## src/rtl/rcc_pkg.sv

```systemverilog
// ----------------------------------------------------------------------------
// rcc_pkg
// shared types, codes and helper functions for the rgb color classifier
// ----------------------------------------------------------------------------
package rcc_pkg;

  typedef logic signed [15:0] chan_t;

  typedef enum logic [2:0] {
    CLASS_UNKNOWN = 3'd0,
    CLASS_RED     = 3'd1,
    CLASS_BLUE    = 3'd2,
    CLASS_GREEN   = 3'd3,
    CLASS_BLACK   = 3'd4,
    CLASS_WHITE   = 3'd5
  } color_class_t;

  localparam int CFG_ADDR_W = 3;

  localparam logic [CFG_ADDR_W-1:0] REG_RED_OFFSET   = 3'd0;
  localparam logic [CFG_ADDR_W-1:0] REG_GREEN_OFFSET = 3'd1;
  localparam logic [CFG_ADDR_W-1:0] REG_BLUE_OFFSET  = 3'd2;
  localparam logic [CFG_ADDR_W-1:0] REG_RED_GAIN     = 3'd3;
  localparam logic [CFG_ADDR_W-1:0] REG_BLUE_GAIN    = 3'd4;

  localparam logic [15:0] RED_GAIN_RESET  = 16'd5530;
  localparam logic [15:0] BLUE_GAIN_RESET = 16'd4096;

  // rescale numerator width: |chan| * 250 stays below 2^23
  localparam int NUM_W = 23;
  localparam int DEN_W = 15;

  typedef struct packed {
    logic [NUM_W-1:0] num;
    logic             neg;
    chan_t            orig;
  } div_lane_t;

  function automatic chan_t sat16(input logic signed [33:0] v);
    chan_t res;
    if (v > 34'sd32767) res = 16'sh7FFF;
    else if (v < -34'sd32768) res = 16'sh8000;
    else res = v[15:0];
    return res;
  endfunction

  function automatic chan_t max3(input chan_t a, input chan_t b, input chan_t c);
    chan_t m;
    m = (a > b) ? a : b;
    return (m > c) ? m : c;
  endfunction

  function automatic chan_t min3(input chan_t a, input chan_t b, input chan_t c);
    chan_t m;
    m = (a < b) ? a : b;
    return (m < c) ? m : c;
  endfunction

  // floor(mag / 5) for mag below 2^17, by reciprocal multiply
  function automatic logic [15:0] div5(input logic [16:0] mag);
    logic [33:0] p;
    p = 34'(mag) * 34'd52429;
    return p[33:18];
  endfunction

endpackage

```

## src/rtl/rcc_front.sv

```systemverilog
// ----------------------------------------------------------------------------
// rcc_front
// dark offset removal, white balance gains and rescale operand setup
// ----------------------------------------------------------------------------
module rcc_front #(
  parameter int GAIN_FRAC_BITS = 12
) (
  input  logic               clk,
  input  logic               rst,
  input  logic               in_valid,
  input  logic [15:0]        raw_red,
  input  logic [15:0]        raw_green,
  input  logic [15:0]        raw_blue,
  input  logic [15:0]        red_offset,
  input  logic [15:0]        green_offset,
  input  logic [15:0]        blue_offset,
  input  logic [15:0]        red_gain,
  input  logic [15:0]        blue_gain,
  output logic               out_valid,
  output rcc_pkg::div_lane_t lane_r,
  output rcc_pkg::div_lane_t lane_g,
  output rcc_pkg::div_lane_t lane_b,
  output logic [rcc_pkg::DEN_W-1:0] den,
  output logic               scale
);
  import rcc_pkg::*;

  localparam logic signed [32:0] ROUND_BIAS = 33'((34'd1 << GAIN_FRAC_BITS) - 34'd1);

  logic  s1_valid, s2_valid;
  chan_t s1_r, s1_g, s1_b;
  chan_t s2_r, s2_g, s2_b;

  logic signed [17:0] d_r, d_g, d_b;
  logic signed [32:0] prod_r, prod_b, adj_r, adj_b, q_r, q_b;
  chan_t m;
  logic [15:0] mag_r, mag_g, mag_b;

  // stage 1: offsets
  assign d_r = $signed({2'b00, raw_red})   - $signed({2'b00, red_offset});
  assign d_g = $signed({2'b00, raw_green}) - $signed({2'b00, green_offset});
  assign d_b = $signed({2'b00, raw_blue})  - $signed({2'b00, blue_offset});

  always_ff @(posedge clk) begin
    s1_r <= sat16(34'(d_r));
    s1_g <= sat16(34'(d_g));
    s1_b <= sat16(34'(d_b));
  end

  // stage 2: gains, truncated toward zero
  assign prod_r = $signed({{17{s1_r[15]}}, s1_r}) * $signed({17'b0, red_gain});
  assign prod_b = $signed({{17{s1_b[15]}}, s1_b}) * $signed({17'b0, blue_gain});
  assign adj_r  = prod_r + (prod_r[32] ? ROUND_BIAS : 33'sd0);
  assign adj_b  = prod_b + (prod_b[32] ? ROUND_BIAS : 33'sd0);
  assign q_r    = adj_r >>> GAIN_FRAC_BITS;
  assign q_b    = adj_b >>> GAIN_FRAC_BITS;

  always_ff @(posedge clk) begin
    s2_r <= sat16(34'(q_r));
    s2_g <= s1_g;
    s2_b <= sat16(34'(q_b));
  end

  // stage 3: largest channel and rescale numerators
  assign m     = max3(s2_r, s2_g, s2_b);
  assign mag_r = s2_r[15] ? 16'(-s2_r) : 16'(s2_r);
  assign mag_g = s2_g[15] ? 16'(-s2_g) : 16'(s2_g);
  assign mag_b = s2_b[15] ? 16'(-s2_b) : 16'(s2_b);

  always_ff @(posedge clk) begin
    lane_r <= '{num: NUM_W'(mag_r) * NUM_W'(250), neg: s2_r[15], orig: s2_r};
    lane_g <= '{num: NUM_W'(mag_g) * NUM_W'(250), neg: s2_g[15], orig: s2_g};
    lane_b <= '{num: NUM_W'(mag_b) * NUM_W'(250), neg: s2_b[15], orig: s2_b};
    den    <= m[DEN_W-1:0];
    scale  <= (m > 16'sd255);
  end

  always_ff @(posedge clk) begin
    if (rst) begin
      s1_valid  <= 1'b0;
      s2_valid  <= 1'b0;
      out_valid <= 1'b0;
    end else begin
      s1_valid  <= in_valid;
      s2_valid  <= s1_valid;
      out_valid <= s2_valid;
    end
  end

endmodule

```

## config.mk

```make
export PLATFORM = sky130hd
export DESIGN_NAME = rcc_front
export DESIGN_NICKNAME = d
export VERILOG_FILES = /design/src/rtl/rcc_pkg.sv /design/src/rtl/rcc_front.sv
export SDC_FILE = /design/constraint.sdc
export NUM_CORES = 2
export LEC_CHECK = 0
export BUFFER_PORTS_ARGS = -buffer_cell sky130_fd_sc_hd__buf_4
export CORE_MARGIN = 5
export CORE_UTILIZATION = 64
export CTS_BUF_LIST = sky130_fd_sc_hd__clkbuf_4 sky130_fd_sc_hd__clkbuf_8 sky130_fd_sc_hd__clkbuf_16
export DETAILED_ROUTE_END_ITERATION = 12
export PLACE_DENSITY = 0.81
export SLEW_MARGIN = 20
export SYNTH_ARGS = -nofsm -noshare
export SYNTH_HDL_FRONTEND = slang
export SYNTH_SLANG_ARGS = --single-unit
```

## constraint.sdc

```tcl
create_clock -name clk -period 11.55 [get_ports clk]
set_input_delay 1.155 -clock clk [delete_from_list [all_inputs] [get_ports clk]]
set_output_delay 1.155 -clock clk [all_outputs]
set_load 0.02 [all_outputs]
```

==> results.md <==
- Via count: 27,507
- Cells after Synth: 4,029
- Register Area: 4520 µm²
- NumNets Final: 5,389
- CTS Root Cell: clkbuf_16
- Resized Gates After CTS: 0
- Measured slew at the worst slew-check pin: 1.01 ns
- Commonest cells after routing, fill and taps aside: 891 x inv_1, 553 x fa_1, 486 x ha_1, 335 x nand2_1, 267 x buf_4
- Initial DRC count: 1,506
- Antenna cells: 0
- Drt via density: 5.51
- Core Box Area: 56,200 µm²
- Top cells by area, synth: fa_1 31%, ha_1 17%, dfxtp_1 13%, inv_1 9.2%, and2_1 4.5%
- Buf+Inv Stages, Crit Path: 4
- Ys Warns: 0
- Clk_skew: 0.0235 ns
- Number of global-route vias before repair: 28,428
- Layout cell share with drive strength beyond 1: 8.87%
- Post-synth top area share: 30.6%
- Initial antenna violation count: 1
- Met2 WL: 40,000 µm
- Routed WL per cell: 16.4 µm
- GRT Util Overall: 26.8%
- Ys async rst share: 0%
- Routed wl met3: 5460 µm
- Initial Util: 64.4%
- Die ar.: 61,400 µm²
- FF+latch count, synth: 226
- Crit-path slowest cell: dfxtp_1
- Commonest non-fill, non-tap cell in the layout: inv_1
- First-pass GRT wire length: 136,000 µm
- Status: complete, no violations
- CP peak stage delay: 0.62 ns
- CP delay by family, top: adder cells
- Slew margin rel.: 31.9%
- Max Freq: 103 MHz
- Worst-path clk slew: 0.06 ns
- Final setup fails: 0
- Tcrit/Tclk final: 83.7%
- Largest net degree at the start of global routing: 25
- Layout fillers: 4,347
- RSZ-0062 raised after global routing: false
- Io pins: 268
- DRT Wirelength: 81,900 µm
- DRT Pass-1 Iters: 5
- Post-Syn Area: 36,200 µm²
- Worst path required time: 11.96 ns
- CTS tree: built
- CTS Hold Buffers Added: 0
- Area occupied by multi-input gates: 27,800 µm²
- Skew-Pair Late Insertion Delay: 0.56 ns
- Hold Violations, Final: 0
- TritonCTS Buffers: 26
- Synthesis-to-finish area growth: 9.45%
- Highest routed layer: met5
- Die Width: 248 µm
- Port buffer count: 264
- Worst-case clock buffer depth: 3
- H-tree Lvls: 1
- WL met1: 34,100 µm
- Postcts setup bufs: 0
- Tmin final: 9.67 ns
- Die H: 248 µm
- Setup CP Type: reg -> reg
- Drt drc: 0
- CP arrival: 10.07 ns
- Setup TNS: 0 ns
- GPL Wtd Cong: 0.924
- Max-slew violations: 0
- Final ANT Viol Nets: 0
- Dominant cell type by area after synthesis: fa_1
- Register area share after synthesis: 12.5%
- Avg Inst Size Synth: 8.97 µm²
- Cell Rows: 87
- Total of max-cap violations: 0
- Most frequent CP cell: fa_1
- Synth Flop Type: dfxtp_1
- Sinks on Clock Net: 226
- Post-synth EDFFs: 0
- Total grt overflow: 0
- Worst Setup End Kind: register
- Detailed Place HPWL: 68,000 µm
- CP Launch Type: register
- Final core utilization: 70.5%
- Final hold slack: 0.321 ns
- Hold WC Path Type: reg -> reg
- Netlist cell types: 89
- Worst Path Max Fanout: 13
-- worst paths after layout --
check                           startpoint  slack [ns]      end  cells past startpoint
worst min register to register     s1_g[8]        0.32  s2_g[8]                      0
worst max register to register    s1_r[15]        1.88  s2_r[2]                     30
worst min-delay path               s1_g[8]        0.32  s2_g[8]                      0
worst max-delay path              s1_r[15]        1.88  s2_r[2]                     30
-- cells by family after synthesis --
group	count (synthesis)	synth area share, %
fa+ha+maj	1039	47.4
simple gates	991	13.8
buf+inv	999	10.5
xor+xnor	197	4.77
other cells	1	0.0104
compound gates	549	10.1
flops	226	12.5
mux	27	0.827
-- final cells by class --
class / instances / share of cell area (%)
Sequential cell: 226 / 11.4
Clock buffer: 33 / 1.82
Timing Repair Buffer: 267 / 5.06
Clock inverter: 15 / 0.452
Inverter: 892 / 8.47
Tap cell: 756 / 2.39
Multi-Input combinational cell: 2806 / 70.4
-- cells in the mapped netlist (16+ instances only) --
cell type,number
nor3_1,56
o21ai_0,89
a21o_1,55
inv_1,891
nand3_1,38
o21a_1,75
clkbuf_1,86
xnor2_1,150
o21bai_1,23
fa_1,553
or3_1,16
mux2_2,23
dfxtp_1,226
nand2b_1,33
a21oi_1,151
a211oi_1,28
nand2_1,335
xor2_1,47
nor2b_1,29
nor2_1,139
ha_1,486
and2_1,260
nand4_1,24
-- layer usage --
layer  global-route usage (%)  up-vias
met2                     46.2      862
met5                        0        -
met1                     35.7    13417
li1                         -    13045
met3                     3.67      179
met4                     7.33        4
-- sequential cells by signal, indices dropped and copies added, names as in the netlist --
name / count
lane_g: 37
s2_b: 16
scale: 1
s2_r: 16
den: 15
s1_valid: 1
s1_g: 16
s1_r: 16
s2_g: 16
s2_valid: 1
lane_b: 37
lane_r: 37
s1_b: 16
out_valid: 1
-- per-stage QoR --
| stage | instances | setup WS (ns) | cell area, µm² |
|---|---|---|---|
| 2_1_floorplan | 4031 | 2.53 | 36200 |
| 3_3_place_gp | 4947 | 1.65 | 38700 |
| 5_1_grt | 4995 | 1.18 | 39600 |
| 4_1_cts | 4995 | 1.94 | 39600 |
| 3_5_place_dp | 4947 | 1.42 | 38700 |
| 6_report | 4995 | 1.88 | 39600 |
Power is left out: the tool's default activity adds up to more than one toggle a clock period on the data nets, which glitch-free logic cannot reach.
