[src/rtl/rcc_pkg.sv]
// ----------------------------------------------------------------------------
// rcc_pkg
// shared types, codes and helper functions for the rgb color classifier
// ----------------------------------------------------------------------------
package rcc_pkg;

  typedef logic signed [15:0] chan_t;

  typedef enum logic [2:0] {
    CLASS_UNKNOWN = 3'd0,
    CLASS_RED     = 3'd1,
    CLASS_BLUE    = 3'd2,
    CLASS_GREEN   = 3'd3,
    CLASS_BLACK   = 3'd4,
    CLASS_WHITE   = 3'd5
  } color_class_t;

  localparam int CFG_ADDR_W = 3;

  localparam logic [CFG_ADDR_W-1:0] REG_RED_OFFSET   = 3'd0;
  localparam logic [CFG_ADDR_W-1:0] REG_GREEN_OFFSET = 3'd1;
  localparam logic [CFG_ADDR_W-1:0] REG_BLUE_OFFSET  = 3'd2;
  localparam logic [CFG_ADDR_W-1:0] REG_RED_GAIN     = 3'd3;
  localparam logic [CFG_ADDR_W-1:0] REG_BLUE_GAIN    = 3'd4;

  localparam logic [15:0] RED_GAIN_RESET  = 16'd5530;
  localparam logic [15:0] BLUE_GAIN_RESET = 16'd4096;

  // rescale numerator width: |chan| * 250 stays below 2^23
  localparam int NUM_W = 23;
  localparam int DEN_W = 15;

  typedef struct packed {
    logic [NUM_W-1:0] num;
    logic             neg;
    chan_t            orig;
  } div_lane_t;

  function automatic chan_t sat16(input logic signed [33:0] v);
    chan_t res;
    if (v > 34'sd32767) res = 16'sh7FFF;
    else if (v < -34'sd32768) res = 16'sh8000;
    else res = v[15:0];
    return res;
  endfunction

  function automatic chan_t max3(input chan_t a, input chan_t b, input chan_t c);
    chan_t m;
    m = (a > b) ? a : b;
    return (m > c) ? m : c;
  endfunction

  function automatic chan_t min3(input chan_t a, input chan_t b, input chan_t c);
    chan_t m;
    m = (a < b) ? a : b;
    return (m < c) ? m : c;
  endfunction

  // floor(mag / 5) for mag below 2^17, by reciprocal multiply
  function automatic logic [15:0] div5(input logic [16:0] mag);
    logic [33:0] p;
    p = 34'(mag) * 34'd52429;
    return p[33:18];
  endfunction

endpackage

[src/rtl/rcc_band.sv]
// ----------------------------------------------------------------------------
// rcc_band
// band attenuation with orange, pink and yellow corrections
// ----------------------------------------------------------------------------
module rcc_band (
  input  logic           clk,
  input  logic           rst,
  input  logic           in_valid,
  input  rcc_pkg::chan_t in_r,
  input  rcc_pkg::chan_t in_g,
  input  rcc_pkg::chan_t in_b,
  output logic           out_valid,
  output rcc_pkg::chan_t out_r,
  output rcc_pkg::chan_t out_g,
  output rcc_pkg::chan_t out_b
);
  import rcc_pkg::*;

  typedef struct packed {
    logic [16:0] mag;
    logic        neg;
    logic        go;
    chan_t       raw;
  } div5_op_t;

  logic [4:0] vld;

  // stage 1 registers
  chan_t a_r, a_g, a_b, a_m;
  logic  a_rmid, a_rlow, a_gmid, a_glow, a_bmid, a_blow, a_orange, a_pink;
  // stage 2
  div5_op_t b_r, b_g, b_b;
  chan_t    b_m;
  // stage 3
  chan_t c_r, c_g, c_b, c_m;
  // stage 4
  chan_t d_r, d_g, d_b, d_m;
  logic  d_fix;
  logic [16:0] d_bmag;

  chan_t m;
  logic signed [19:0] r10, g10, b10, m8, m6;
  logic orange, pink;

  assign m   = max3(in_r, in_g, in_b);
  assign r10 = 20'(in_r) * 20'sd10;
  assign g10 = 20'(in_g) * 20'sd10;
  assign b10 = 20'(in_b) * 20'sd10;
  assign m8  = 20'(m) * 20'sd8;
  assign m6  = 20'(m) * 20'sd6;

  assign orange = (m == in_r) && (18'(in_g) >= 18'(in_b) * 18'sd2)
                  && (g10 >= 20'(in_r) * 20'sd2);
  assign pink   = (m == in_r) && (in_g <= in_b) && (b10 >= 20'(in_r) * 20'sd2);

  always_ff @(posedge clk) begin
    a_r      <= in_r;
    a_g      <= in_g;
    a_b      <= in_b;
    a_m      <= m;
    a_rmid   <= (r10 < m8) && (r10 >= m6);
    a_rlow   <= (r10 < m6);
    a_gmid   <= (g10 < m8) && (g10 >= m6);
    a_glow   <= (g10 < m6);
    a_bmid   <= (b10 < m8) && (b10 >= m6) && (in_b > 16'sd125);
    a_blow   <= (b10 < m6);
    a_orange <= orange;
    a_pink   <= pink;
  end

  // stage 2: numerators of the divide by five
  logic signed [17:0] nr, ng, nb;
  chan_t g5, bh, b1, b5;

  assign g5 = sat16(34'(19'(a_g) * 19'sd5));
  assign bh = $signed(a_b + 16'(a_b[15])) >>> 1;
  assign b1 = a_orange ? bh : a_b;
  assign b5 = sat16(34'(19'(b1) * 19'sd5));

  always_comb begin
    nr = a_rmid ? 18'(a_r) * 18'sd2 : 18'(a_r);
    ng = a_gmid ? 18'(a_g) * 18'sd2 : (a_orange ? 18'(g5) : 18'(a_g));
    nb = a_bmid ? 18'(a_b) * 18'sd2 : (a_pink ? 18'(b5) : 18'(b1));
  end

  always_ff @(posedge clk) begin
    b_r <= '{mag: nr[17] ? 17'(-nr) : 17'(nr), neg: nr[17], go: a_rmid | a_rlow, raw: a_r};
    b_g <= '{mag: ng[17] ? 17'(-ng) : 17'(ng), neg: ng[17], go: a_gmid | a_glow, raw: a_g};
    b_b <= '{mag: nb[17] ? 17'(-nb) : 17'(nb), neg: nb[17], go: a_bmid | a_blow, raw: a_b};
    b_m <= a_m;
  end

  // stage 3: divide by five, toward zero
  function automatic chan_t apply5(input div5_op_t op);
    chan_t q;
    q = $signed(div5(op.mag));
    if (!op.go) return op.raw;
    return op.neg ? -q : q;
  endfunction

  always_ff @(posedge clk) begin
    c_r <= apply5(b_r);
    c_g <= apply5(b_g);
    c_b <= apply5(b_b);
    c_m <= b_m;
  end

  // stage 4: yellow correction test
  chan_t mn;
  logic signed [23:0] r100, m85;
  logic signed [17:0] b2;

  assign mn   = min3(c_r, c_g, c_b);
  assign r100 = 24'(c_r) * 24'sd100;
  assign m85  = 24'(c_m) * 24'sd85;
  assign b2   = 18'(c_b) * 18'sd2;

  always_ff @(posedge clk) begin
    d_r    <= c_r;
    d_g    <= c_g;
    d_b    <= c_b;
    d_m    <= c_m;
    d_fix  <= (c_m == c_g) && (r100 >= m85) && (mn == c_b);
    d_bmag <= b2[17] ? 17'(-b2) : 17'(b2);
  end

  // stage 5
  chan_t bq;
  assign bq = $signed(div5(d_bmag));

  always_ff @(posedge clk) begin
    out_r <= d_fix ? d_m : d_r;
    out_g <= d_g;
    out_b <= d_fix ? (d_b[15] ? -bq : bq) : d_b;
  end

  always_ff @(posedge clk) begin
    if (rst) begin
      vld <= '0;
    end else begin
      vld <= {vld[3:0], in_valid};
    end
  end

  assign out_valid = vld[4];

endmodule

[config.mk]
export PLATFORM = sky130hd
export DESIGN_NAME = rcc_band
export DESIGN_NICKNAME = d
export VERILOG_FILES = /design/src/rtl/rcc_pkg.sv /design/src/rtl/rcc_band.sv
export SDC_FILE = /design/constraint.sdc
export NUM_CORES = 2
export LEC_CHECK = 0
export BUFFER_PORTS_ARGS = -buffer_cell sky130_fd_sc_hd__buf_2
export CAP_MARGIN = 25
export CORE_ASPECT_RATIO = 1.25
export CORE_MARGIN = 4
export CORE_UTILIZATION = 40
export CTS_CLUSTER_SIZE = 10
export DETAILED_ROUTE_END_ITERATION = 8
export PLACE_DENSITY = 0.63
export SETUP_SLACK_MARGIN = 0.3
export SLEW_MARGIN = 20
export SYNTH_ARGS = -nofsm -noshare
export SYNTH_HDL_FRONTEND = slang
export SYNTH_SLANG_ARGS = --single-unit
[constraint.sdc]
create_clock -name clk -period 11.5 [get_ports clk]
set_input_delay 1.725 -clock clk [delete_from_list [all_inputs] [get_ports clk]]
set_output_delay 1.725 -clock clk [all_outputs]
set_load 0.005 [all_outputs]
==> impl_metrics.env <==
export IMPL_reg2reg_depth=27
export IMPL_post_route_period_util=0.909
export IMPL_port_buffers=99
export IMPL_synthAdderAreaFrac=0.440
export IMPL_cp_startpoint="in_g[11]"
export IMPL_slowest_delay_ns=0.69
export IMPL_critical_path_max_fanout=10
export IMPL_row_count=142
export IMPL_hold_viol_final=0
export IMPL_seq_area_um2=7790
export IMPL_cp_slowest_cell="nor3_1"
export IMPL_synth_compound_area_share=0.143
export IMPL_min_path_type="register to register"
export IMPL_hold_depth=0
export IMPL_nFillCells=11818
export IMPL_area_delta_synth_final_pct=8.01
export IMPL_overflow=0
export IMPL_cp_depth=40
export IMPL_final_setup_skew_ns=0.0396
export IMPL_clock_latency_ns=0.62
export IMPL_grt_pass1_wl_um=213000
export IMPL_reg_top3="b_b x35, b_g x35, b_r x34"
export IMPL_synth_xor_area_frac=0.0573
export IMPL_antenna_found_initial=2
export IMPL_ys_types=106
export IMPL_die_y_um=398
export IMPL_final_common_cell="ha_1"
export IMPL_synth_top_family_by_area="adder cells"
export IMPL_cts_root_buf="clkbuf_16"
export IMPL_met2_usage=0.369
export IMPL_slew_violations=0
export IMPL_drive_gt1_frac=0.0572
export IMPL_post_drt_wl_per_cell_um=19.1
export IMPL_cpMostUsedCell="ha_1"
export IMPL_crit_family="compound AO/OA/AOI/OAI gates"
export IMPL_ys_flop_type="dfxtp_1"
export IMPL_rrSetupSlack_ns=4.08
export IMPL_die_x_um=320
export IMPL_syn_area_um2=48800
export IMPL_grt_setup_unrepaired="no"
export IMPL_final_cell_mix="1076 x ha_1, 929 x inv_1, 395 x fa_1"
export IMPL_drc=0
export IMPL_num_vias=38073
export IMPL_synth_edf_count=0
export IMPL_post_cts_buffers=0
export IMPL_critPathLaunchType="input pin"
export IMPL_grt_met3_usage=0.0202
export IMPL_grt_pass1_vias=38744
export IMPL_synth_seq_area_share=0.160
export IMPL_grt_max_degree=38
export IMPL_dieArea_um2=128000
export IMPL_finalSetupViolCount=0
export IMPL_multi_input_area_um2=37100
export IMPL_slew_limit_headroom=0.310
export IMPL_cts_hold_buf=0
export IMPL_yosysTopAreaCell="ha_1"
export IMPL_via_per_inst=5.40
export IMPL_use_met1=0.271
export IMPL_r2r_end="c_g[12]"
export IMPL_gp_congestion=0.918
export IMPL_critical_path_class="input pin to register"
export IMPL_clock_fmax_mhz=95.7
export IMPL_cts_resized=0
export IMPL_worst_slew_pin_slew_ns=1.03
export IMPL_cap_violations=0
export IMPL_drtIter0Drc=2138
export IMPL_final_net_count=6971
export IMPL_endpoint_kind="register"
export IMPL_cts_tree="yes"
export IMPL_drt_pass1_iter_count=6
export IMPL_synth_simple_area_share=0.107
export IMPL_yosysWarnings=0
export IMPL_synthCells=5348
export IMPL_required_ns=12.03
export IMPL_ant_nets=0
export IMPL_initial_core_util=0.405
export IMPL_clk_pin_slew_ns=0.07
export IMPL_layout_min_cycle_time_ns=10.45
export IMPL_num_io_pins=100
export IMPL_diodes=0
export IMPL_core_area_um2=120000
export IMPL_crit_end="a_gmid"
export IMPL_async_flop_share=0
export IMPL_dp_hpwl_um=114000
export IMPL_synth_seq_cells=389
export IMPL_synth_top_cell_area_share=0.276
export IMPL_finalSetupTns_ns=0
export IMPL_numCtsBuffers=49
export IMPL_path_buf_inv=5
export IMPL_worstReg2RegStart="b_g[30]"
export IMPL_htreeDepth=2
export IMPL_routed_wl_um=135000
export IMPL_synth_area_leaders="ha_1 28%, fa_1 16%, dfxtp_1 16%"
export IMPL_muxShareOfSynthArea=0.0152
export IMPL_cts_max_path_buffers=3
export IMPL_clock_sinks=389
export IMPL_grtUsageTotal=0.210
export IMPL_status="finished, final reports clean"
export IMPL_synth_avg_cell_area_um2=9.12
export IMPL_grt_busiest_layer="met2"
export IMPL_synth_nets=6870
export IMPL_cp_arrival_ns=10.98
==> per-stage QoR <==
step / hold WS [ns] / util / instances / setup slack [ns] / cell area [µm²]
2_1_floorplan: 0.310 / - / 5348 / 1.88 / 48800
3_3_place_gp: 0.312 / 0.425 / 6980 / 0.653 / 51100
3_5_place_dp: 0.312 / 0.425 / 6981 / 0.570 / 51200
4_1_cts: 0.316 / 0.437 / 7052 / 1.23 / 52600
5_1_grt: 0.320 / 0.437 / 7053 / 0.336 / 52700
6_report: 0.316 / 0.437 / 7053 / 1.05 / 52700
==> metal layers <==
metal  wire length, µm  share of wire
met4              5200          0.039
met5                21        0.00016
met2             64100           0.48
met3              5640          0.042
met1             59700           0.44
==> cell families (layout without fill, tap and decap cells) <==
| kind of cell | Yosys count | after routing |
|---|---|---|
| fa+ha+maj | 1477 | 1477 |
| compound gates | 1041 | 1041 |
| simple gates | 1036 | 1036 |
| buf+inv | 1017 | 1138 |
| flops | 389 | 389 |
| xor+xnor | 319 | 319 |
| mux | 69 | 69 |
==> worst min path at each step <==
stage	to	slack (ns)	start
final	out_g[11]	0.32	d_g[11]
after global routing	out_g[11]	0.32	d_g[11]
after CTS	out_g[11]	0.32	d_g[11]
after detailed placement	b_m[14]	0.31	a_m[14]
after global placement	out_g[4]	0.31	d_g[4]
after floorplan	b_m[0]	0.31	a_m[0]
==> synthesized netlist by cell type (14+ instances only) <==
cell / instances
nand4_1: 51
dfxtp_1: 389
a221oi_1: 15
or2_2: 22
fa_1: 395
nor2b_1: 83
nor3_1: 73
o211ai_1: 23
nand2_1: 232
a21o_1: 93
a21oi_1: 268
o221ai_1: 14
xnor2_1: 205
o21a_1: 68
a21boi_0: 26
nor2_1: 264
and3_1: 21
ha_1: 1076
mux2i_1: 27
o21ai_1: 18
o22ai_1: 21
o21ai_0: 192
o31ai_1: 24
or3_1: 23
a2111oi_0: 15
clkbuf_1: 65
nand2b_1: 49
mux2_2: 42
a211oi_1: 48
inv_1: 929
nand3_1: 90
a31oi_1: 28
nor4_1: 37
o21bai_1: 17
and2_1: 28
xor2_1: 114
==> final cells by class <==
| class | count | area share |
|---|---|---|
| multi-input cells | 3942 | 0.705 |
| inverters | 935 | 0.0667 |
| repair buffers | 132 | 0.0143 |
| clock inverters | 12 | 0.00359 |
| flip-flops and latches | 389 | 0.148 |
| clock buffers | 59 | 0.0246 |
| well taps | 1584 | 0.0376 |
Power is left out: the tool's default activity adds up to more than one toggle a clock period on the data nets, which glitch-free logic cannot reach.
