**src/rtl/rcc_pkg.sv**
```systemverilog
// ----------------------------------------------------------------------------
// rcc_pkg
// shared types, codes and helper functions for the rgb color classifier
// ----------------------------------------------------------------------------
package rcc_pkg;

  typedef logic signed [15:0] chan_t;

  typedef enum logic [2:0] {
    CLASS_UNKNOWN = 3'd0,
    CLASS_RED     = 3'd1,
    CLASS_BLUE    = 3'd2,
    CLASS_GREEN   = 3'd3,
    CLASS_BLACK   = 3'd4,
    CLASS_WHITE   = 3'd5
  } color_class_t;

  localparam int CFG_ADDR_W = 3;

  localparam logic [CFG_ADDR_W-1:0] REG_RED_OFFSET   = 3'd0;
  localparam logic [CFG_ADDR_W-1:0] REG_GREEN_OFFSET = 3'd1;
  localparam logic [CFG_ADDR_W-1:0] REG_BLUE_OFFSET  = 3'd2;
  localparam logic [CFG_ADDR_W-1:0] REG_RED_GAIN     = 3'd3;
  localparam logic [CFG_ADDR_W-1:0] REG_BLUE_GAIN    = 3'd4;

  localparam logic [15:0] RED_GAIN_RESET  = 16'd5530;
  localparam logic [15:0] BLUE_GAIN_RESET = 16'd4096;

  // rescale numerator width: |chan| * 250 stays below 2^23
  localparam int NUM_W = 23;
  localparam int DEN_W = 15;

  typedef struct packed {
    logic [NUM_W-1:0] num;
    logic             neg;
    chan_t            orig;
  } div_lane_t;

  function automatic chan_t sat16(input logic signed [33:0] v);
    chan_t res;
    if (v > 34'sd32767) res = 16'sh7FFF;
    else if (v < -34'sd32768) res = 16'sh8000;
    else res = v[15:0];
    return res;
  endfunction

  function automatic chan_t max3(input chan_t a, input chan_t b, input chan_t c);
    chan_t m;
    m = (a > b) ? a : b;
    return (m > c) ? m : c;
  endfunction

  function automatic chan_t min3(input chan_t a, input chan_t b, input chan_t c);
    chan_t m;
    m = (a < b) ? a : b;
    return (m < c) ? m : c;
  endfunction

  // floor(mag / 5) for mag below 2^17, by reciprocal multiply
  function automatic logic [15:0] div5(input logic [16:0] mag);
    logic [33:0] p;
    p = 34'(mag) * 34'd52429;
    return p[33:18];
  endfunction

endpackage

```
**src/rtl/rcc_div_lane.sv**
```systemverilog
// ----------------------------------------------------------------------------
// rcc_div_lane
// two stage restoring divider for the 250/max rescale of one channel
// ----------------------------------------------------------------------------
module rcc_div_lane (
  input  logic                      clk,
  input  rcc_pkg::div_lane_t        lane,
  input  logic [rcc_pkg::DEN_W-1:0] den,
  input  logic                      scale,
  output rcc_pkg::chan_t            value
);
  import rcc_pkg::*;

  logic [DEN_W-1:0] a_rem, a_den;
  logic [7:0]       a_qhi;
  logic [6:0]       a_low;
  logic             a_neg, a_scale;
  chan_t            a_orig;

  logic [15:0] rem_a, rem_b;
  logic [7:0]  qhi;
  logic [6:0]  qlo;
  logic signed [15:0] qs;

  // quotient bits 14..7; den is at least 256 so the top byte never divides
  always_comb begin
    rem_a = {8'b0, lane.num[22:15]};
    qhi   = '0;
    for (int i = 0; i < 8; i++) begin
      rem_a = {rem_a[14:0], lane.num[14-i]};
      if (rem_a >= {1'b0, den}) begin
        rem_a     = rem_a - {1'b0, den};
        qhi[7-i]  = 1'b1;
      end
    end
  end

  always_ff @(posedge clk) begin
    a_rem   <= rem_a[DEN_W-1:0];
    a_den   <= den;
    a_qhi   <= qhi;
    a_low   <= lane.num[6:0];
    a_neg   <= lane.neg;
    a_scale <= scale;
    a_orig  <= lane.orig;
  end

  // quotient bits 6..0
  always_comb begin
    rem_b = {1'b0, a_rem};
    qlo   = '0;
    for (int i = 0; i < 7; i++) begin
      rem_b = {rem_b[14:0], a_low[6-i]};
      if (rem_b >= {1'b0, a_den}) begin
        rem_b    = rem_b - {1'b0, a_den};
        qlo[6-i] = 1'b1;
      end
    end
  end

  assign qs = $signed({1'b0, a_qhi, qlo});

  always_ff @(posedge clk) begin
    if (a_scale) value <= a_neg ? -qs : qs;
    else value <= a_orig;
  end

endmodule

```
**config.mk**
```make
export PLATFORM = sky130hd
export DESIGN_NAME = rcc_div_lane
export DESIGN_NICKNAME = d
export VERILOG_FILES = /design/src/rtl/rcc_pkg.sv /design/src/rtl/rcc_div_lane.sv
export SDC_FILE = /design/constraint.sdc
export NUM_CORES = 1
export LEC_CHECK = 0
export BUFFER_PORTS_ARGS = -buffer_cell sky130_fd_sc_hd__buf_2
export CAP_MARGIN = 10
export CORE_MARGIN = 2
export CORE_UTILIZATION = 41
export CTS_CLUSTER_DIAMETER = 40
export DETAILED_ROUTE_END_ITERATION = 16
export PLACE_DENSITY_LB_ADDON = 0.2
export SKIP_CTS_REPAIR_TIMING = 1
export SLEW_MARGIN = 10
export SYNTH_ARGS = -nofsm -noshare
export SYNTH_HDL_FRONTEND = slang
export SYNTH_SLANG_ARGS = --single-unit
```
**constraint.sdc**
```tcl
create_clock -name clk -period 61.7 [get_ports clk]
set_input_delay 12.34 -clock clk [delete_from_list [all_inputs] [get_ports clk]]
set_output_delay 12.34 -clock clk [all_outputs]
set_load 0.01 [all_outputs]
```
==> reports/results.txt, run 1 <==
Synth async-reset ratio: 0%
Final core utilization: 44.7%
CTS root buffer: clkbuf_16
Largest cells by area after synthesis: ha_1 (18%), dfxtp_1 (11%), mux2_2 (6.4%), xnor2_1 (5.0%), a21oi_1 (4.6%)
Crit path required time: 61.96 ns
Max FO, Critical Path: 39
Row count: 69
Die width: 195 um
Seq/Total Area, Yosys: 10.6%
Final HPWL DP: 38000 um
Total GRT Usage: 24.0%
PnR worst setup slack: 27.07 ns
Max_cap viols: 0
First-pass GRT wire length: 73400 um
Number of synthesized register bits: 79
Worst-Margin Slew: 1.04 ns
Hold Crit Class: flip-flop to flip-flop
Syn nets: 2255
Setup TNS: 0 ns
Predominant post-synthesis flop cell: dfxtp_1
Status: completed
Crit Path Class: input pin to flip-flop
Routed via count divided by cell count: 5.88
Vias: 14600
CTS clk-pin slew, worst paths: 0.06 ns
Most used cell along the critical path: a21oi_1
Largest net degree at the start of global routing: 40
TritonCTS Sinks: 79
Post-Route WL: 46200 um
Unrepaired setup endpoints after global routing: false
Layout area overhead: 6.84%
Antenna violations before repair: 0
CTS tree: done
Final Hold Fails: 0
Layout net count: 2299
Final period util: 56.1%
Worst hold slack: 0.427 ns
Share of post-route cells with drive strength above 1: 11.4%
Num CTS Buffers: 9
Clk buf depth: 2
Crit path DAT: 34.89 ns
Initial DRC Count: 716
Ys Warns: 0
I/O Pins: 73
Gate count of the mapped netlist: 1964
First-pass DRT Iterations: 9
Final setup violation count: 0
Startpoint types: input pin
Hold Path Depth: 1
GP Congestion: 0.950
Post-route ant nets: 0
Slowest stage delay, CP: 0.83 ns
Slowest CP cell: and3_1
Hold_sp: a_orig[15]
Worst skew pair latency: 0.35 ns
Post-Syn Area: 0.0149 mm^2
R2R Path Start: a_den[1]
FF-to-FF setup slack: 40.83 ns
Minimum clock period: 34.63 ns
Post-synth top area share: 18.4%
Vias in the first global route: 14300
Overflow after GRT: 0
Max-slew violation total from the final report: 0
FMAX: 28.9 MHz
Pre-CTS WS: 27.14 ns
Clock skew: 0.00885 ns
Yosys top cell by area: ha_1
Relative slew slack: 30.7%
Initial core utilization: 41.8%
Post-synthesis cell type count: 98
Commonest non-fill, non-tap cells in the layout: ha_1 (220), nor2_1 (153), nand2_1 (152), a21oi_1 (136), inv_1 (135)
R2r endpoint: value[12]
Worst r2r path cells: 75
Die height: 195 um
H-tree depth: 3
Hold EP: value[15]
Most common cell after layout, fill and taps aside: ha_1
Die area: 0.0380 mm^2
Diode count: 0
# port buffers: 72
Core area: 0.0357 mm^2
Mean routed wirelength per cell: 18.7 um
Number of synthesized flops with an enable pin: 0
DRC Markers: 0
Mapped Avg Cell Area: 7.61 um^2
Critical Path End Type: flip-flop
[stage by stage]
| stage | cells | area [um^2] |
|---|---|---|
| global route | 2473 | 16000 |
| finish | 2473 | 16000 |
| detailed placement | 2458 | 15700 |
| CTS | 2473 | 16000 |
| floorplan | 1964 | 14900 |
| global placement | 2458 | 15700 |
[final cells by class]
class | instances | area, um^2
Multi-Input combinational cell | 1700 | 12600
Clock buffer | 10 | 239
Timing Repair Buffer | 76 | 390
Inverter | 142 | 536
Sequential cell | 79 | 1580
Fill cell | 3689 | 19800
Tap cell | 461 | 577
Clock inverter | 5 | 35.0
[critical path: cells and delay by family]
| kind | cells | cell delay, ns |
|---|---|---|
| muxes | 7 | 2.54 |
| and+or+nand+nor | 18 | 4.94 |
| buffers and inverters | 7 | 1.65 |
| AOI/OAI and AO/OA | 47 | 10.71 |
| adders and majority gates | 8 | 2.61 |
[worst max path at each step]
| stage | from | endpoint | slack (ns) | depth (start not counted) |
|---|---|---|---|---|
| final | den[1] | a_rem[14] | 27.07 | 87 |
| after global routing | den[1] | a_rem[14] | 25.13 | 87 |
| after CTS | den[1] | a_rem[14] | 27.43 | 87 |
| after detailed placement | den[1] | a_rem[14] | 27.14 | 87 |
| after global placement | den[1] | a_rem[14] | 27.99 | 86 |
| after floorplan | den[3] | a_rem[10] | 30.97 | 97 |
[kinds of logic after synthesis]
logic type / after synthesis / share of synthesized area, %
XOR/XNOR: 130 / 7.62
flip-flops: 79 / 10.6
AO/OA/AOI/OAI: 579 / 25.8
adder cells (fa/ha/maj): 234 / 20.3
multiplexers: 125 / 9.33
AND/OR/NAND/NOR: 632 / 21.3
buffers and inverters: 185 / 5.05
[cells in the mapped netlist, types with 40 or more instances]
cell type	number
a21o_1	56
a21oi_1	136
dfxtp_1	79
ha_1	220
inv_1	135
mux2_2	85
nand2_1	152
nand3_1	49
nor2_1	153
nor2b_1	40
nor3_1	42
o21ai_0	133
xnor2_1	85
xor2_1	45
[registers in the layout, indices dropped and copies added (netlist names)]
register and cells:
a_orig 16, a_den 15, a_rem 15, a_low 7, a_neg 1, a_scale 1, a_qhi 8, value 16
[per-layer routing]
metal	part of all wire, %	wire length [um]	global-route usage, %	up-vias
met5	0	0	0	-
met4	3.1	1450	8.62	0
met3	2.8	1300	1.63	74
met2	51	23500	45.2	291
met1	43	19900	28.3	6863
li1	-	-	-	7323
Power of run 1 is not shown: default switching activity piles up to over one toggle a cycle in this logic, so the estimate is an artifact.
==> run 2: changes to the inputs <==
- ABC_AREA: default -> 1
- clock period: 61.7 -> 35.5 ns (I/O delays scaled with it)
==> run 2 against run 1 <==
  * Wire length fell by 1.6%
  * Via count rose by 2.1%
  * Global-route usage rose by 0.86 points
  * Worst setup slack got worse by 18 ns
  * Design area fell by 2.9%
  * Register-to-register slack got worse by 25 ns
  * Area after synthesis fell by 2.9%
  * Die area fell by 2.8%
  * Clock-buffer cell count rose by 1
  * Synthesized cell count rose by 18%
  * Sequential share of layout area rose by 0.29 points
  * Critical path depth rose by 22
  * Critical path type unchanged
  * Largest cell class unchanged
==> reports/results.txt, run 2 <==
Status: completed
Number of fill cells: 3740
Most common cell after layout, fill and taps aside: nand2_1
First-pass GRT wire length: 71400 um
Final period util: 75.1%
Vias in the first global route: 13900
Mean routed wirelength per cell: 16.1 um
Routed via count divided by cell count: 5.28
Clock skew: 0.0159 ns
FMAX: 37.5 MHz
Final Hold Fails: 0
Synth top cells by count: nand2_1 (613), inv_1 (304), ha_1 (220)
Gate count of the mapped netlist: 2309
I/O Pins: 73
Post-synthesis cell type count: 56
Minimum clock period: 26.67 ns
Largest net degree at the start of global routing: 29
Die width: 192 um
Crit Path Class: input pin to flip-flop
Post-synth top area share: 19.0%
Setup TNS: 0 ns
Final core utilization: 44.7%
Total GRT Usage: 24.8%
Worst skew pair latency: 0.36 ns
Dpl cells: 2798
Unrepaired setup endpoints after global routing: false
Vias: 14900
Num CTS Buffers: 9
Number of synthesized register bits: 79
First-pass DRT Iterations: 8
Row count: 68
Overflow after GRT: 0
Ys Warns: 0
TritonCTS Sinks: 79
Share of post-route cells with drive strength above 1: 7.93%
Predominant post-synthesis flop cell: dfxtp_1
# port buffers: 72
Placed inst area: 0.0152 mm^2
Crit path DAT: 26.91 ns
Seq/Total Area, Yosys: 10.9%
Max FO, Critical Path: 27
Register area: 0.00158 mm^2
Mapped Avg Cell Area: 6.28 um^2
Post-route ant nets: 0
Synth async-reset ratio: 0%
GP Congestion: 0.941
Post-Layout Cell Count: 2814
Layout area overhead: 6.90%
Commonest non-fill, non-tap cells in the layout: nand2_1 (613), inv_1 (304), ha_1 (220), a21oi_1 (187), o21ai_0 (178)
Crit path required time: 35.74 ns
Syn nets: 2600
Relative slew slack: 39.4%
Multi-input gate area: 0.0115 mm^2
Slowest stage delay, CP: 0.69 ns
Initial DRC Count: 892
Biggest regs: a_orig (16), value (16)
CTS tree: done
Cell area after layout: 0.0155 mm^2
Number of synthesized flops with an enable pin: 0
Initial core utilization: 41.8%
Hold Crit Class: flip-flop to flip-flop
DRC Markers: 0
H-tree depth: 3
Die area: 0.0369 mm^2
CTS clk-pin slew, worst paths: 0.07 ns
Core area: 0.0347 mm^2
Yosys top cell by area: ha_1
Most used cell along the critical path: nand2_1
Max_cap viols: 0
Final HPWL DP: 37100 um
Antenna violations before repair: 0
Startpoint types: input pin
Final setup violation count: 0
Worst-Margin Slew: 0.907 ns
Post-Route WL: 45400 um
Layout net count: 2645
Diode count: 0
Clk buf depth: 2
Slowest CP cell: a21oi_1
Top-count cell post-synth: nand2_1
Largest cells by area after synthesis: ha_1 (19%), nand2_1 (16%), dfxtp_1 (11%), inv_1 (7.9%), a21oi_1 (6.5%)
Critical Path End Type: flip-flop
Post-Syn Area: 0.0145 mm^2
Max-slew violation total from the final report: 0
CTS root buffer: clkbuf_16
Die height: 192 um
==> run 2: changes by cell type after synthesis, sizes merged, moves of 37 or more <==
cell and delta:
a21o -45, a21oi +53, inv +176, mux2 -91, nand2 +487, nand3 +93, nor2b -40, o21a -37
o21ai +59, xor2 +52
==> run 2: routing by layer <==
layer	track usage (%)	part of all wire, %
met1	30.3	44
met2	46.1	50
met3	1.72	3.4
met4	7.57	2.7
met5	0	0
==> run 2: cell type report <==
cell class	count	share of cell area, %
repair buffers	77	2.57
flip-flops and latches	79	10.2
clock inverters	5	0.420
inverters	317	7.67
clock buffers	11	1.57
multi-input cells	1870	73.9
well taps	455	3.67
==> run 2: critical path, delay by kind of cell <==
family	cells	cell delay (ns)
AOI/OAI and AO/OA	47	9.01
buffers and inverters	10	2.30
adders and majority gates	8	2.80
and+or+nand+nor	44	5.63
==> run 2: cell families after synthesis <==
group | after synthesis | synth area share [%]
DFF | 79 | 10.9
adders and majority gates | 234 | 20.9
xor gates and xnor gates | 154 | 9.30
buffers and inverters | 360 | 10.1
and+or+nand+nor | 999 | 30.3
AOI/OAI and AO/OA | 483 | 18.5
==> run 2: path summary, 6_finish.rpt <==
path,startpoint,end,slack (ns),depth (start not counted)
setup reg to reg,a_den[1],value[12],15.52,95
setup / recovery,den[1],a_rem[1],8.83,109
hold reg to reg,a_orig[11],value[11],0.42,2
hold / removal,a_orig[11],value[11],0.42,2
==> run 2: through the flow <==
stage,setup WS (ns),hold WS (ns)
2_1_floorplan,12.72,0.403
3_3_place_gp,9.39,0.410
3_5_place_dp,8.70,0.411
4_1_cts,9.03,0.425
5_1_grt,6.31,0.455
6_report,8.83,0.423
Power of run 2 is left out for the same reason.
==> run 3: changes to the inputs <==
- clock period: 35.5 -> 27.3 ns (I/O delays scaled with it)
==> run 3 against run 2 <==
  * Wire length is 0.44% lower
  * Non-clock buffer count is 1 lower
  * Via count is 1.6% lower
  * Core utilization hardly changed
  * Global-route usage hardly changed
  * Clock skew is 0.0017 ns higher
  * Largest cell class unchanged
  * Critical endpoint is now a_rem[13]
  * Clock-buffer cell count is 2 lower
  * Critical path depth stayed put
  * Design area is 0.11% higher
  * First-iteration DRC count is 3.1% lower
  * Worst setup slack worse by 6.3 ns
==> reports/results.txt, run 3 (synthesis results as in run 2) <==
Final Hold Fails: 0
I/O Pins: 73
Most used cell along the critical path: nand2_1
# port buffers: 72
R2R Path Start: a_den[1]
Hold Crit Class: flip-flop to flip-flop
Met2 usage: 45.6%
Relative slew slack: 42.2%
Met1 Use GR: 29.4%
Crit path max-delay family: compound AO/OA/AOI/OAI gates
Crit Path Class: input pin to flip-flop
Vias in the first global route: 14100
Max FO, Critical Path: 27
Die area: 0.0369 mm^2
Share of post-route cells with drive strength above 1: 7.97%
Hold_sp: a_orig[15]
DRC Markers: 0
Hold Path Depth: 2
Final HPWL DP: 37100 um
Setup TNS: 0 ns
R2r endpoint: value[12]
CTS root buffer: clkbuf_16
Slowest stage delay, CP: 0.50 ns
Initial core utilization: 41.8%
Total GRT Usage: 24.8%
Worst skew pair latency: 0.36 ns
Initial DRC Count: 864
CTS tree: done
FMAX: 40.4 MHz
Minimum clock period: 24.76 ns
Most common cell after layout, fill and taps aside: nand2_1
Slowest CP cell: nand3_2
Core area: 0.0347 mm^2
GP Congestion: 0.940
H-tree depth: 3
Die width: 192 um
Row count: 68
Max-slew violation total from the final report: 0
Routed via count divided by cell count: 5.20
Worst path depth: 109
Num CTS Buffers: 9
Clock skew: 0.0176 ns
CTS clk-pin slew, worst paths: 0.06 ns
FF-to-FF setup slack: 7.56 ns
Overflow after GRT: 0
Antenna violations before repair: 0
Worst r2r path cells: 97
Critical Path End Type: flip-flop
Hold EP: value[15]
Post-route ant nets: 0
Final period util: 90.7%
Mean routed wirelength per cell: 16.1 um
Post-Route WL: 45200 um
Unrepaired setup endpoints after global routing: false
M3 GR Usage: 1.88%
Vias: 14600
Worst-Margin Slew: 0.866 ns
Layout net count: 2644
Status: completed
First-pass DRT Iterations: 5
Layout area overhead: 7.01%
TritonCTS Sinks: 79
Max_cap viols: 0
Clk buf depth: 2
Busiest grt layer: met2
Commonest non-fill, non-tap cells in the layout: nand2_1 (613), inv_1 (304), ha_1 (220), a21oi_1 (186), o21ai_0 (178)
Biggest regs: a_orig (16), value (16)
Die height: 192 um
WP buf/inv: 10
Crit path required time: 27.54 ns
Number of fill cells: 3730
First-pass GRT wire length: 71700 um
Crit path DAT: 25.00 ns
Final setup violation count: 0
Startpoint types: input pin
Largest net degree at the start of global routing: 29
Final core utilization: 44.7%
Diode count: 0
-- run 3: cell count changes in the layout (fill, tap and decap cells not counted), sizes merged --
cell    before  now
bufinv       1    2
inv        319  320
clkbuf      11    9
buf         77   76
-- run 3: worst max-delay path by stage --
stage               startpoint        end  slack (ns)
finish                  den[1]  a_rem[13]        2.54
global route            den[1]  a_rem[13]        0.23
CTS                     den[1]   a_rem[1]        2.39
detailed placement      den[1]   a_rem[1]        2.04
global placement        den[1]   a_rem[1]        2.78
floorplan               den[2]   a_rem[1]        6.16
-- run 3: layer usage --
| layer | up-vias | routed length, um |
|---|---|---|
| met3 | 87 | 1350 |
| met5 | - | 0 |
| met4 | 0 | 1930 |
| li1 | 7726 | - |
| met1 | 6521 | 19800 |
| met2 | 288 | 22100 |
-- run 3: per-stage QoR --
step / cell area, um^2 / setup slack, ns / hold WS (ns) / cells
2_1_floorplan: 14500 / 6.16 / 0.403 / 2309
3_3_place_gp: 15200 / 2.78 / 0.410 / 2797
3_5_place_dp: 15200 / 2.04 / 0.411 / 2797
4_1_cts: 15500 / 2.39 / 0.425 / 2813
5_1_grt: 15500 / 0.228 / 0.453 / 2813
6_report: 15500 / 2.54 / 0.423 / 2813
-- run 3: worst reg2reg max path, delay by kind of cell (launching register included) --
| family | cells | cell delay (ns) |
|---|---|---|
| flops | 1 | 0.75 |
| fa+ha+maj | 8 | 2.75 |
| compound gates | 32 | 6.21 |
| buf+inv | 14 | 3.33 |
| simple gates | 43 | 6.57 |
-- run 3: area by class of cell --
cell class	count	area, um^2	share of cell area (%)
Multi-Input combinational cell	1870	11500	73.9
Sequential cell	79	1580	10.2
Inverter	317	1190	7.67
Tap cell	455	569	3.67
Timing Repair Buffer	76	390	2.51
Clock buffer	9	225	1.45
Clock inverter	7	103	0.661
Power of run 3 is left out for the same reason.
